## config.mk

```make
export PLATFORM = sky130hd
export DESIGN_NAME = sexpr_token_lexer_unit
export DESIGN_NICKNAME = d
export VERILOG_FILES = /design/src/design/sxl_pkg.sv /design/src/design/sxl_front.sv /design/src/design/sxl_fifo.sv /design/src/design/sxl_back.sv /design/src/design/sexpr_token_lexer_unit.sv
export SDC_FILE = /design/constraint.sdc
export NUM_CORES = 1
export LEC_CHECK = 0
export BUFFER_PORTS_ARGS = -buffer_cell sky130_fd_sc_hd__buf_2
export CAP_MARGIN = 25
export CORE_MARGIN = 10
export CORE_UTILIZATION = 30
export CTS_CLUSTER_SIZE = 10
export DETAILED_ROUTE_END_ITERATION = 7
export HOLD_SLACK_MARGIN = 0.08
export SETUP_SLACK_MARGIN = 0.15
export SYNTH_ARGS = -nofsm -noshare
export SYNTH_HDL_FRONTEND = slang
export SYNTH_SLANG_ARGS = --single-unit
```

## constraint.sdc

```tcl
create_clock -name clk -period 5.6 [get_ports clk]
set_input_delay 0.56 -clock clk [delete_from_list [all_inputs] [get_ports clk]]
set_output_delay 0.56 -clock clk [all_outputs]
set_load 0.03 [all_outputs]
```

## src/design/sxl_pkg.sv

```systemverilog
// shared types and constants for the s-expression token lexer
package sxl_pkg;

    // token kinds
    localparam logic [3:0] KIND_LPAREN = 4'd0;
    localparam logic [3:0] KIND_RPAREN = 4'd1;
    localparam logic [3:0] KIND_LMAP   = 4'd2;
    localparam logic [3:0] KIND_RMAP   = 4'd3;
    localparam logic [3:0] KIND_LVEC   = 4'd4;
    localparam logic [3:0] KIND_RVEC   = 4'd5;
    localparam logic [3:0] KIND_QUOTE  = 4'd6;
    localparam logic [3:0] KIND_QQUOTE = 4'd7;
    localparam logic [3:0] KIND_UNQ    = 4'd8;
    localparam logic [3:0] KIND_SPLICE = 4'd9;
    localparam logic [3:0] KIND_STRING = 4'd10;
    localparam logic [3:0] KIND_NUMBER = 4'd11;
    localparam logic [3:0] KIND_SYMBOL = 4'd12;
    localparam logic [3:0] KIND_EOF    = 4'd13;

    // error codes
    localparam logic [1:0] ERR_NONE       = 2'd0;
    localparam logic [1:0] ERR_BAD_ESCAPE = 2'd1;
    localparam logic [1:0] ERR_UNTERM_STR = 2'd2;

    // characters with a meaning of their own
    localparam logic [7:0] CH_NEWLINE   = 8'h0a;
    localparam logic [7:0] CH_TAB       = 8'h09;
    localparam logic [7:0] CH_CR        = 8'h0d;
    localparam logic [7:0] CH_SPACE     = 8'h20;
    localparam logic [7:0] CH_SEMI      = 8'h3b;
    localparam logic [7:0] CH_AT        = 8'h40;
    localparam logic [7:0] CH_LPAREN    = 8'h28;
    localparam logic [7:0] CH_RPAREN    = 8'h29;
    localparam logic [7:0] CH_LBRACE    = 8'h7b;
    localparam logic [7:0] CH_RBRACE    = 8'h7d;
    localparam logic [7:0] CH_LBRACKET  = 8'h5b;
    localparam logic [7:0] CH_RBRACKET  = 8'h5d;
    localparam logic [7:0] CH_APOS      = 8'h27;
    localparam logic [7:0] CH_BACKTICK  = 8'h60;
    localparam logic [7:0] CH_COMMA     = 8'h2c;
    localparam logic [7:0] CH_DQUOTE    = 8'h22;
    localparam logic [7:0] CH_BACKSLASH = 8'h5c;
    localparam logic [7:0] CH_MINUS     = 8'h2d;
    localparam logic [7:0] CH_DOT       = 8'h2e;
    localparam logic [7:0] CH_ZERO      = 8'h30;
    localparam logic [7:0] CH_NINE      = 8'h39;
    localparam logic [7:0] CH_LOWER_N   = 8'h6e;
    localparam logic [7:0] CH_LOWER_R   = 8'h72;
    localparam logic [7:0] CH_LOWER_T   = 8'h74;

    // default depth of the queue between front and back
    localparam int QUEUE_DEPTH = 4;

    // one result item
    typedef struct packed {
        logic [3:0] kind;
        logic [7:0] text;
        logic       is_text;
        logic [1:0] err;
    } result_t;

    // queue entry: one or two results caused by one input byte
    typedef struct packed {
        logic    two;
        result_t first;
        result_t second;
    } entry_t;

    localparam int ENTRY_W = $bits(entry_t);

endpackage

```

## src/design/sxl_front.sv

```systemverilog
// front part: accepts source bytes, runs the lexer state and forms result entries
module sxl_front (
    input  logic          clk,
    input  logic          rst_n,
    input  logic          in_valid,
    output logic          in_ready,
    input  logic [7:0]    in_byte,
    input  logic          end_of_input,
    input  logic          queue_full,
    output logic          push,
    output sxl_pkg::entry_t push_entry
);
    import sxl_pkg::*;

    typedef enum logic [5:0] {
        MODE_IDLE    = 6'b000001,
        MODE_COMMENT = 6'b000010,
        MODE_COMMA   = 6'b000100,
        MODE_STRING  = 6'b001000,
        MODE_ESCAPE  = 6'b010000,
        MODE_TEXT    = 6'b100000
    } mode_t;

    // outcome of lexing one byte between tokens
    typedef struct packed {
        mode_t   mode;
        logic    has;
        result_t res;
        logic    start_text;
    } idle_out_t;

    mode_t      mode_reg, mode_next;
    logic [7:0] first_byte_reg, first_byte_next;
    logic       second_dig_reg, second_dig_next;
    logic [1:0] text_count_reg, text_count_next;
    result_t    res0, res1;
    logic [1:0] res_count;
    idle_out_t  ib;
    logic       accept;
    logic       is_number;

    function automatic logic is_ws(input logic [7:0] c);
        return (c == CH_SPACE) || (c inside {[CH_TAB:CH_CR]});
    endfunction

    function automatic logic is_dig(input logic [7:0] c);
        return c inside {[CH_ZERO:CH_NINE]};
    endfunction

    function automatic result_t token(input logic [3:0] kind, input logic [1:0] err);
        result_t r;
        r.kind    = kind;
        r.text    = 8'd0;
        r.is_text = 1'b0;
        r.err     = err;
        return r;
    endfunction

    function automatic result_t text_res(input logic [3:0] kind, input logic [7:0] c);
        result_t r;
        r.kind    = kind;
        r.text    = c;
        r.is_text = 1'b1;
        r.err     = ERR_NONE;
        return r;
    endfunction

    function automatic idle_out_t idle_byte(input logic [7:0] c);
        idle_out_t o;
        o.mode       = MODE_IDLE;
        o.has        = 1'b1;
        o.res        = token(KIND_LPAREN, ERR_NONE);
        o.start_text = 1'b0;
        if (is_ws(c))
        begin
            o.has = 1'b0;
        end
        else
        begin
            case (c)
                CH_SEMI:     begin o.mode = MODE_COMMENT; o.has = 1'b0; end
                CH_LPAREN:   o.res = token(KIND_LPAREN, ERR_NONE);
                CH_RPAREN:   o.res = token(KIND_RPAREN, ERR_NONE);
                CH_LBRACE:   o.res = token(KIND_LMAP, ERR_NONE);
                CH_RBRACE:   o.res = token(KIND_RMAP, ERR_NONE);
                CH_LBRACKET: o.res = token(KIND_LVEC, ERR_NONE);
                CH_RBRACKET: o.res = token(KIND_RVEC, ERR_NONE);
                CH_APOS:     o.res = token(KIND_QUOTE, ERR_NONE);
                CH_BACKTICK: o.res = token(KIND_QQUOTE, ERR_NONE);
                CH_COMMA:    begin o.mode = MODE_COMMA; o.has = 1'b0; end
                CH_DQUOTE:   begin o.mode = MODE_STRING; o.has = 1'b0; end
                default:
                begin
                    o.mode       = MODE_TEXT;
                    o.start_text = 1'b1;
                    o.res        = text_res(KIND_SYMBOL, c);
                end
            endcase
        end
        return o;
    endfunction

    assign in_ready = !queue_full;
    assign accept   = in_valid && in_ready;
    assign ib       = idle_byte(in_byte);

    // kind of the symbol or number that is ending now
    assign is_number = is_dig(first_byte_reg) ||
                       (((first_byte_reg == CH_MINUS) || (first_byte_reg == CH_DOT)) &&
                        second_dig_reg);

    // lexer step for the byte on the input
    always_comb
    begin
        mode_next       = mode_reg;
        first_byte_next = first_byte_reg;
        second_dig_next = second_dig_reg;
        text_count_next = text_count_reg;
        res0            = token(KIND_EOF, ERR_NONE);
        res1            = token(KIND_EOF, ERR_NONE);
        res_count       = 2'd0;
        case (mode_reg)
            MODE_COMMENT:
            begin
                if (end_of_input)
                begin
                    mode_next = MODE_IDLE;
                    res_count = 2'd1;
                end
                else if (in_byte == CH_NEWLINE)
                begin
                    mode_next = MODE_IDLE;
                end
            end
            MODE_COMMA:
            begin
                mode_next = MODE_IDLE;
                res0      = token(KIND_UNQ, ERR_NONE);
                if (end_of_input)
                begin
                    res_count = 2'd2;
                end
                else if (in_byte == CH_AT)
                begin
                    res0      = token(KIND_SPLICE, ERR_NONE);
                    res_count = 2'd1;
                end
                else
                begin
                    mode_next = ib.mode;
                    res1      = ib.res;
                    res_count = ib.has ? 2'd2 : 2'd1;
                    if (ib.start_text)
                    begin
                        first_byte_next = in_byte;
                        second_dig_next = 1'b0;
                        text_count_next = 2'd1;
                    end
                end
            end
            MODE_STRING, MODE_ESCAPE:
            begin
                if (end_of_input)
                begin
                    mode_next = MODE_IDLE;
                    res0      = token(KIND_STRING, ERR_UNTERM_STR);
                    res_count = 2'd2;
                end
                else if (mode_reg == MODE_STRING)
                begin
                    if (in_byte == CH_DQUOTE)
                    begin
                        mode_next = MODE_IDLE;
                        res0      = token(KIND_STRING, ERR_NONE);
                        res_count = 2'd1;
                    end
                    else if (in_byte == CH_BACKSLASH)
                    begin
                        mode_next = MODE_ESCAPE;
                    end
                    else
                    begin
                        res0      = text_res(KIND_STRING, in_byte);
                        res_count = 2'd1;
                    end
                end
                else
                begin
                    // escape decode
                    mode_next = MODE_STRING;
                    res_count = 2'd1;
                    case (in_byte)
                        CH_BACKSLASH: res0 = text_res(KIND_STRING, CH_BACKSLASH);
                        CH_LOWER_N:   res0 = text_res(KIND_STRING, CH_NEWLINE);
                        CH_LOWER_R:   res0 = text_res(KIND_STRING, CH_CR);
                        CH_LOWER_T:   res0 = text_res(KIND_STRING, CH_TAB);
                        CH_DQUOTE:    res0 = text_res(KIND_STRING, CH_DQUOTE);
                        default:
                        begin
                            mode_next = MODE_IDLE;
                            res0      = token(KIND_STRING, ERR_BAD_ESCAPE);
                        end
                    endcase
                end
            end
            MODE_TEXT:
            begin
                res0 = token(is_number ? KIND_NUMBER : KIND_SYMBOL, ERR_NONE);
                if (end_of_input)
                begin
                    mode_next = MODE_IDLE;
                    res_count = 2'd2;
                end
                else if (is_ws(in_byte))
                begin
                    mode_next = MODE_IDLE;
                    res_count = 2'd1;
                end
                else if ((in_byte == CH_RPAREN) || (in_byte == CH_RBRACE) ||
                         (in_byte == CH_RBRACKET))
                begin
                    mode_next = MODE_IDLE;
                    res1      = ib.res;
                    res_count = 2'd2;
                end
                else
                begin
                    if (text_count_reg == 2'd1)
                    begin
                        second_dig_next = is_dig(in_byte);
                    end
                    if (text_count_reg < 2'd2)
                    begin
                        text_count_next = text_count_reg + 2'd1;
                    end
                    res0      = text_res(KIND_SYMBOL, in_byte);
                    res_count = 2'd1;
                end
            end
            default:
            begin
                // between tokens, unused codes included
                mode_next = MODE_IDLE;
                if (end_of_input)
                begin
                    res_count = 2'd1;
                end
                else
                begin
                    mode_next = ib.mode;
                    res0      = ib.res;
                    res_count = ib.has ? 2'd1 : 2'd0;
                    if (ib.start_text)
                    begin
                        first_byte_next = in_byte;
                        second_dig_next = 1'b0;
                        text_count_next = 2'd1;
                    end
                end
            end
        endcase
    end

    // entry toward the queue
    assign push              = accept && (res_count != 2'd0);
    assign push_entry.two    = (res_count == 2'd2);
    assign push_entry.first  = res0;
    assign push_entry.second = res1;

    // lexer state
    always_ff @(posedge clk or negedge rst_n)
    begin
        if (!rst_n)
        begin
            mode_reg       <= MODE_IDLE;
            first_byte_reg <= 8'd0;
            second_dig_reg <= 1'b0;
            text_count_reg <= 2'd0;
        end
        else if (accept)
        begin
            mode_reg       <= mode_next;
            first_byte_reg <= first_byte_next;
            second_dig_reg <= second_dig_next;
            text_count_reg <= text_count_next;
        end
    end

endmodule

```

## src/design/sxl_fifo.sv

```systemverilog
// short register queue between the front and back parts
module sxl_fifo #(
    parameter int WIDTH = 8,
    parameter int DEPTH = 4
) (
    input  logic             clk,
    input  logic             rst_n,
    input  logic             push,
    input  logic [WIDTH-1:0] din,
    output logic             full,
    input  logic             pop,
    output logic [WIDTH-1:0] dout,
    output logic             empty
);
    localparam int PTR_W = (DEPTH > 1) ? $clog2(DEPTH) : 1;
    localparam int CNT_W = $clog2(DEPTH + 1);

    logic [WIDTH-1:0] store_reg [DEPTH];
    logic [PTR_W-1:0] wr_ptr_reg, rd_ptr_reg;
    logic [CNT_W-1:0] count_reg;
    logic             do_push, do_pop;

    assign full    = (count_reg == CNT_W'(DEPTH));
    assign empty   = (count_reg == '0);
    assign do_push = push && !full;
    assign do_pop  = pop && !empty;
    assign dout    = store_reg[rd_ptr_reg];

    // pointers and fill count
    always_ff @(posedge clk or negedge rst_n)
    begin
        if (!rst_n)
        begin
            wr_ptr_reg <= '0;
            rd_ptr_reg <= '0;
            count_reg  <= '0;
        end
        else
        begin
            if (do_push)
            begin
                wr_ptr_reg <= (wr_ptr_reg == PTR_W'(DEPTH - 1)) ? '0 : wr_ptr_reg + 1'b1;
            end
            if (do_pop)
            begin
                rd_ptr_reg <= (rd_ptr_reg == PTR_W'(DEPTH - 1)) ? '0 : rd_ptr_reg + 1'b1;
            end
            if (do_push && !do_pop)
            begin
                count_reg <= count_reg + 1'b1;
            end
            else if (do_pop && !do_push)
            begin
                count_reg <= count_reg - 1'b1;
            end
        end
    end

    // entry storage
    always_ff @(posedge clk)
    begin
        if (do_push)
        begin
            store_reg[wr_ptr_reg] <= din;
        end
    end

endmodule

```

## src/design/sxl_back.sv

```systemverilog
// back part: drains queue entries one result per cycle into the output register, while the receiver is ready
module sxl_back (
    input  logic            clk,
    input  logic            rst_n,
    input  logic            queue_empty,
    input  sxl_pkg::entry_t head,
    output logic            pop,
    output logic            out_valid,
    input  logic            out_ready,
    output sxl_pkg::result_t out_res,
    output logic            out_last
);
    import sxl_pkg::*;

    logic    phase_reg, phase_next;
    logic    valid_reg, valid_next;
    result_t res_reg, res_next;
    logic    last_reg, last_next;
    logic    load;

    // output register may take a new result
    assign load = !valid_reg || out_ready;

    // pick the result to show and step through the entry
    always_comb
    begin
        phase_next = phase_reg;
        valid_next = valid_reg && !out_ready;
        res_next   = res_reg;
        last_next  = last_reg;
        pop        = 1'b0;
        if (load && !queue_empty)
        begin
            valid_next = 1'b1;
            if (!phase_reg)
            begin
                res_next = head.first;
                if (head.two)
                begin
                    last_next  = 1'b0;
                    phase_next = 1'b1;
                end
                else
                begin
                    last_next = 1'b1;
                    pop       = 1'b1;
                end
            end
            else
            begin
                res_next   = head.second;
                last_next  = 1'b1;
                phase_next = 1'b0;
                pop        = 1'b1;
            end
        end
    end

    // control state
    always_ff @(posedge clk or negedge rst_n)
    begin
        if (!rst_n)
        begin
            phase_reg <= 1'b0;
            valid_reg <= 1'b0;
        end
        else
        begin
            phase_reg <= phase_next;
            valid_reg <= valid_next;
        end
    end

    // output payload
    always_ff @(posedge clk)
    begin
        res_reg  <= res_next;
        last_reg <= last_next;
    end

    assign out_valid = valid_reg;
    assign out_res   = res_reg;
    assign out_last  = last_reg;

endmodule

```

## src/design/sexpr_token_lexer_unit.sv

```systemverilog
// top level of the s-expression token lexer
//
// The source text enters on the s_axis channel, one byte per transfer in
// s_axis_tdata; a transfer with s_axis_tlast high marks end of input and its
// byte is ignored. Tokens leave on the m_axis channel, one result per
// transfer: kind, text byte, text flag and error code in m_axis_tdata, and
// m_axis_tlast high on the final result caused by one input byte.
// Bytes that cause no result (whitespace, comments, string openers, the
// comma before its lookahead byte) produce no output transfer.
// A result reaches m_axis through the queue and then the output register.
// Source bytes are taken at one byte per cycle while the queue is not full;
// the output register gives one result per cycle while m_axis_tready is
// high, so a byte that causes two results is sent as two transfers and the
// queue between front and back soaks up the difference.
// When the receiver stalls, results pile up in the queue; s_axis_tready
// falls only while the queue is full.
// Reset clears the lexer to between tokens, empties the queue and drops
// m_axis_tvalid.
module sexpr_token_lexer_unit #(
    parameter int QueueDepth = sxl_pkg::QUEUE_DEPTH
) (
    input  logic        clk,
    input  logic        rst_n,
    input  logic        s_axis_tvalid,
    output logic        s_axis_tready,
    input  logic [7:0]  s_axis_tdata,   // in_byte [7:0]
    input  logic        s_axis_tlast,   // end_of_input
    output logic        m_axis_tvalid,
    input  logic        m_axis_tready,
    output logic [15:0] m_axis_tdata,   // token_kind [3:0], text_byte [11:4],
                                        // is_text [12], error_code [14:13], zero [15]
    output logic        m_axis_tlast    // last_of_run
);
    import sxl_pkg::*;

    entry_t  push_entry;
    entry_t  head;
    logic    push, pop, queue_full, queue_empty;
    logic [ENTRY_W-1:0] head_bits;
    result_t out_res;

    // classify bytes
    sxl_front u_front (
        .clk          (clk),
        .rst_n        (rst_n),
        .in_valid     (s_axis_tvalid),
        .in_ready     (s_axis_tready),
        .in_byte      (s_axis_tdata),
        .end_of_input (s_axis_tlast),
        .queue_full   (queue_full),
        .push         (push),
        .push_entry   (push_entry)
    );

    // decoupling queue
    sxl_fifo #(
        .WIDTH (ENTRY_W),
        .DEPTH (QueueDepth)
    ) u_fifo (
        .clk   (clk),
        .rst_n (rst_n),
        .push  (push),
        .din   (push_entry),
        .full  (queue_full),
        .pop   (pop),
        .dout  (head_bits),
        .empty (queue_empty)
    );

    assign head = entry_t'(head_bits);

    // emit results
    sxl_back u_back (
        .clk         (clk),
        .rst_n       (rst_n),
        .queue_empty (queue_empty),
        .head        (head),
        .pop         (pop),
        .out_valid   (m_axis_tvalid),
        .out_ready   (m_axis_tready),
        .out_res     (out_res),
        .out_last    (m_axis_tlast)
    );

    // pack the result fields, first field lowest
    assign m_axis_tdata = {1'b0, out_res.err, out_res.is_text, out_res.text, out_res.kind};

endmodule

```

==> impl_metrics.yaml, run 1 <==
run_status:
  status: "finished clean"
layout:
  layout_common_cells: "edfxtp_1 (132), nor2_1 (32), buf_2 (30)"
  finalInstanceArea_um2: 8420
  antenna_cells: 0
  layout-drive-gt1-share_pct: 26.8
  fin_nets: 542
  layout_commonest_cell: "edfxtp_1"
  finalNonFillerCells: 853
  syn_to_final_growth_pct: 15.5
  largest_reg_flops: 116
  fin_util_pct: 35.6
critical_path:
  crit_chain: "buf_2 -> or4b_1 -> and3b_1 -> nor2_1 -> a21oi_1 -> a2111oi_2 -> a31oi_4 -> ha_1 -> inv_1 -> fa_1 -> xor2_1 -> nor2_1 -> xor2_1"
  timing.rr.start: "u_front.mode_reg[1]"
  critPathLaunchType: "input port"
  critPathKind: "in2reg"
  critPathSlowestCell: "or4b_1"
  critPathMaxFanout: 14
  worst-path-buf-inv: 2
  cpLargestDelayFamily: "simple AND/OR/NAND/NOR gates"
  required_ps: 5940
  cp_data_arrival_time_ps: 3790
  worstRegToRegCells: 12
  reg2reg_setup_slack_ps: 2160
  cpPeakStageDelay_ps: 610
  cp-end-kind: "flop"
  rr_endpoint: "u_fifo.count_reg[2]"
sta:
  tns_ps: 0
  setup_viol: 0
  max_freq_mhz: 289
  worst_pin_slew_ps: 876
  drv_slew: 0
  maxSlewHeadroom_pct: 41.6
  finalHoldViolCount: 0
  worst_slack_ps: 2150
  final.min_clock_period_ps: 3450
  clock_skew_ps: 11.3
  min_period_over_period_pct: 61.7
  rsz0062_at_grt: "false"
logic_synthesis:
  async_reset_ff_share_pct: 16.5
  syn_avg_cell_area_um2: 14.9
  synth_seq_area_share_pct: 63.3
  synth_nets: 510
  ys_types: 70
  synth_edf_count: 132
  yosys_warnings: 0
  synth_seq_cells: 158
  netlist_area_um2: 7290
  synth-main-ff-cell: "edfxtp_1"
  synth_cells: 489
drt:
  avgRoutedWirePerCell_um: 19.0
  drc: 0
  dr.pass1.iters: 4
  drt.antenna.violating_nets: 0
  vias_per_cell: 5.04
  drt-initial-drc-count: 327
  wl_mm: 16.2
  route.vias.total: 4295
pwr:
  vdd_ir_drop_max_v: 0.000229
  p_leak_nw: 2.85
  p_per_area_nw_per_um2: 506
clock_tree:
  root_buffer: "clkbuf_16"
  post_cts_resized: 0
  cts_setup_buffers: 0
  cts-hold-fix-buffers: 0
  numCtsBuffers: 17
  clk_path_buf_depth: 2
  clk_latency_ps: 420
  cts_tree: "built"
  htreeDepth: 4
  cts_sinks: 158
  cts.reportedPaths.clkPinSlew_ps: 70
hold_path:
  hp-class: "in2async"
grt:
  grt_pass1_wl_mm: 25.8
  antenna_found_initial: 0
  grt_util_all_layers_pct: 10.8
  grt_max_degree: 33
  grt_pass1_vias: 4421
  grt_overflow: 0
floorplan:
  die_x_um: 176
  fp.coreArea_um2: 23700
  die_area_um2: 30900
  fp.dieH_um: 176
  rows: 56
  io_pins: 32
  start_util_pct: 30.8
place:
  place_area_um2: 7790
  portBuffers: 30
  placedCellCount: 821
  dpl_worst_slack_ps: 1740
  place_congestion: 0.862
  place.detailed.hpwl_mm: 11.0
job:
  cap_violations: 0
[report_power, final]
| part | internal [mW] | switching, mW |
|---|---|---|
| Sequential | 1.66 | 0.130 |
| Combinational | 0.550 | 0.702 |
| Clock | 0.756 | 0.463 |
[synthesized netlist by cell type (5+ instances only)]
library cell | count | share of area, %
and2_1 | 17 | 1.5
o21ai_0 | 24 | 1.6
dfrtp_1 | 25 | 8.6
clkbuf_1 | 10 | 0.51
and3_1 | 6 | 0.51
inv_1 | 13 | 0.67
nand2b_1 | 5 | 0.43
xor2_1 | 5 | 0.60
mux4_2 | 29 | 9.0
nor2_1 | 32 | 1.6
edfxtp_1 | 132 | 54
nor2b_1 | 11 | 0.94
nand2_1 | 20 | 1.0
buf_2 | 9 | 0.62
ha_1 | 7 | 1.2
mux2_2 | 29 | 4.5
nor3_1 | 8 | 0.55
nand3_1 | 9 | 0.62
nor4_1 | 5 | 0.43
a21oi_1 | 16 | 1.1
[cell type report]
class | count | area [um2]
timing repair buffer | 38 | 210
tap | 319 | 399
sequential | 158 | 4620
clock buffer | 22 | 484
multi-input combinational | 293 | 2510
inverter | 13 | 48.8
fill | 2309 | 15300
clock inverter | 10 | 149
[metrics by stage]
| stage | hold WS (ps) | power, mW |
|---|---|---|
| 2_1_floorplan | 264 | 2.73 |
| 3_3_place_gp | 488 | 3.06 |
| 3_5_place_dp | 502 | 3.10 |
| 4_1_cts | 178 | 4.34 |
| 5_1_grt | 193 | 4.51 |
| 6_report | 168 | 4.26 |
[kinds of logic (layout without fill, tap and decap cells)]
logic type               after synthesis  in the layout  share of synthesized area (%)
AO/OA/AOI/OAI                         75             75                           7.14
XOR/XNOR                               7              7                          0.841
adder cells (fa/ha/maj)                8              8                           1.48
buffers and inverters                 38             83                           2.26
flip-flops                           158            158                           63.3
multiplexers                          61             61                           14.0
other                                  1              1                         0.0514
AND/OR/NAND/NOR                      141            141                           10.9
[per-layer routing]
layer  up-vias  global-route usage [%]  routed length, um
met5         -                       0                  0
met4         0                    3.11                172
met3        15                    3.00                601
met2        99                    17.6               7980
met1      2221                    13.8               7430
li1       1960                       -                  -
[worst max-delay path by stage]
stage                               to           startpoint  cells past startpoint  slack, ps
2_1_floorplan  u_fifo.store_reg[3][10]      s_axis_tdata[4]                      7       2280
3_3_place_gp       u_fifo.count_reg[2]      s_axis_tdata[5]                     12       1820
3_5_place_dp       u_fifo.count_reg[2]      s_axis_tdata[1]                     13       1740
4_1_cts            u_fifo.count_reg[2]  u_front.mode_reg[1]                     12       2140
5_1_grt            u_fifo.count_reg[1]  u_front.mode_reg[1]                     10       1940
6_report           u_fifo.count_reg[2]      s_axis_tdata[5]                     13       2150
Power figures use the tool's default switching activity.
==> run 2: changes to the inputs <==
- clock period: 5.6 -> 3.4 ns (I/O delays scaled with it)
==> impl_metrics.yaml, run 2 (same netlist as run 1, synthesis figures left out) <==
critical_path:
  cp_data_arrival_time_ps: 3360
  critPathMaxFanout: 7
  critPathLaunchType: "flop"
  reg2reg_setup_slack_ps: 370
  rr_endpoint: "u_fifo.count_reg[2]"
  required_ps: 3720
  worstRegToRegCells: 12
  cp-endpoint: "u_fifo.count_reg[2]"
  critPathKind: "reg2reg"
  cp-end-kind: "flop"
  timing.rr.start: "u_front.mode_reg[1]"
  crit_start: "u_front.mode_reg[1]"
job:
  cap_violations: 0
grt:
  grt_max_degree: 32
  grt_pass1_wl_mm: 25.9
  antenna_found_initial: 0
  grt_overflow: 0
  grt_util_all_layers_pct: 10.8
  grt_pass1_vias: 4546
sta:
  worst_pin_slew_ps: 782
  final.min_clock_period_ps: 3030
  drv_slew: 0
  setup_viol: 0
  maxSlewHeadroom_pct: 47.4
  clock_skew_ps: 12.4
  finalHoldViolCount: 0
  max_freq_mhz: 330
  worst_slack_ps: 367
  rsz0062_at_grt: "false"
  min_period_over_period_pct: 89.2
  tns_ps: 0
floorplan:
  die_area_um2: 30900
  rows: 56
  die_x_um: 176
  io_pins: 32
  fp.coreArea_um2: 23700
  fp.dieH_um: 176
  start_util_pct: 30.8
place:
  dpl_worst_slack_ps: 140
  portBuffers: 30
  place_congestion: 0.858
  place.detailed.hpwl_mm: 11.3
layout:
  layout_commonest_cell: "edfxtp_1"
  layout-drive-gt1-share_pct: 29.9
  fillerInstances: 2304
  antenna_cells: 0
  layout_common_cells: "edfxtp_1 (132), nor2_1 (32), buf_2 (30)"
  largest_reg_flops: 116
  fin_nets: 564
  regArea_um2: 4620
  syn_to_final_growth_pct: 17.4
  multi_input_area_um2: 2530
drt:
  dr.pass1.iters: 5
  drt.antenna.violating_nets: 0
  wl_mm: 16.5
  vias_per_cell: 5.07
  avgRoutedWirePerCell_um: 18.8
  drc: 0
  drt-initial-drc-count: 366
  route.vias.total: 4432
clock_tree:
  numCtsBuffers: 17
  htreeDepth: 4
  clk_path_buf_depth: 2
  clk_latency_ps: 410
  root_buffer: "clkbuf_16"
  cts.reportedPaths.clkPinSlew_ps: 60
  cts_setup_buffers: 0
  cts_tree: "built"
  cts_sinks: 158
hold_path:
  hold_depth: 2
  hp-class: "in2reg"
pwr:
  p_per_area_nw_per_um2: 793
  p_leak_nw: 2.93
  vdd_ir_drop_max_v: 0.000373
run_status:
  status: "finished clean"
[run 2: cell count changes in the layout (fill, tap and decap cells not counted), sizes merged]
cell | previous run | this run
clkbuf | 22 | 18
bufinv | 3 | 0
inv | 17 | 20
clkinvlp | 2 | 3
clkinv | 1 | 4
dlygate4sd3 | 0 | 1
buf | 38 | 59
[run 2: timing repair]
action	4_1_cts	5_1_grt
gates resized for setup	0	4
setup endpoints to repair	0	1
endpoints found under the hold margin	25	0
hold buffers	1	0
[run 2: where the power goes]
group          leakage [nW]  internal (mW)  switching, mW
registers              1.50           2.74          0.181
clock network         0.255          0.944          0.763
logic                  1.17          0.957           1.21
[run 2: worst min-delay path by stage]
stage	startpoint	endpoint	slack [ps]
6_report	m_axis_tready	u_back.out_valid	140
5_1_grt	m_axis_tready	u_back.out_valid	150
4_1_cts	m_axis_tready	u_back.out_valid	120
3_5_place_dp	rst_n	u_front.first_byte_reg[0]	410
3_3_place_gp	rst_n	u_front.first_byte_reg[2]	390
2_1_floorplan	rst_n	u_back.out_valid	40
[run 2: per-layer routing]
layer | up-vias | wire length, um | track usage, %
met5 | - | 0 | 0
met4 | 0 | 153 | 2.37
met3 | 11 | 584 | 2.42
met2 | 116 | 8240 | 18.3
met1 | 2297 | 7500 | 13.7
li1 | 2008 | - | -
[run 2: stage by stage]
step                hold slack, ps  instances  utilization, %  power [mW]  cell area [um2]
floorplan                     44.4        489               -        4.50             7290
global placement               395        842            33.8        5.10             8000
detailed placement             409        842            33.8        5.17             8000
CTS                            121        875            36.1        6.90             8540
global route                   155        875            36.1        7.17             8560
finish                         136        875            36.1        6.79             8560
[run 2: layout make-up]
cell class | count | area share [%]
well taps | 319 | 4.66
clock inverters | 14 | 1.21
flip-flops and latches | 158 | 54.0
inverters | 13 | 0.570
clock buffers | 18 | 5.01
multi-input cells | 293 | 29.6
repair buffers | 60 | 5.00
[run 2: critical path: stages, from the launching register on]
cell,delay (ps)
dfrtp_2,450
or3_1,370
or3_1,390
nand2b_4,180
a21oi_2,130
a2111oi_2,70
a31oi_4,220
ha_1,200
inv_1,70
fa_1,420
xor2_1,150
nor2_1,120
xor2_1,190
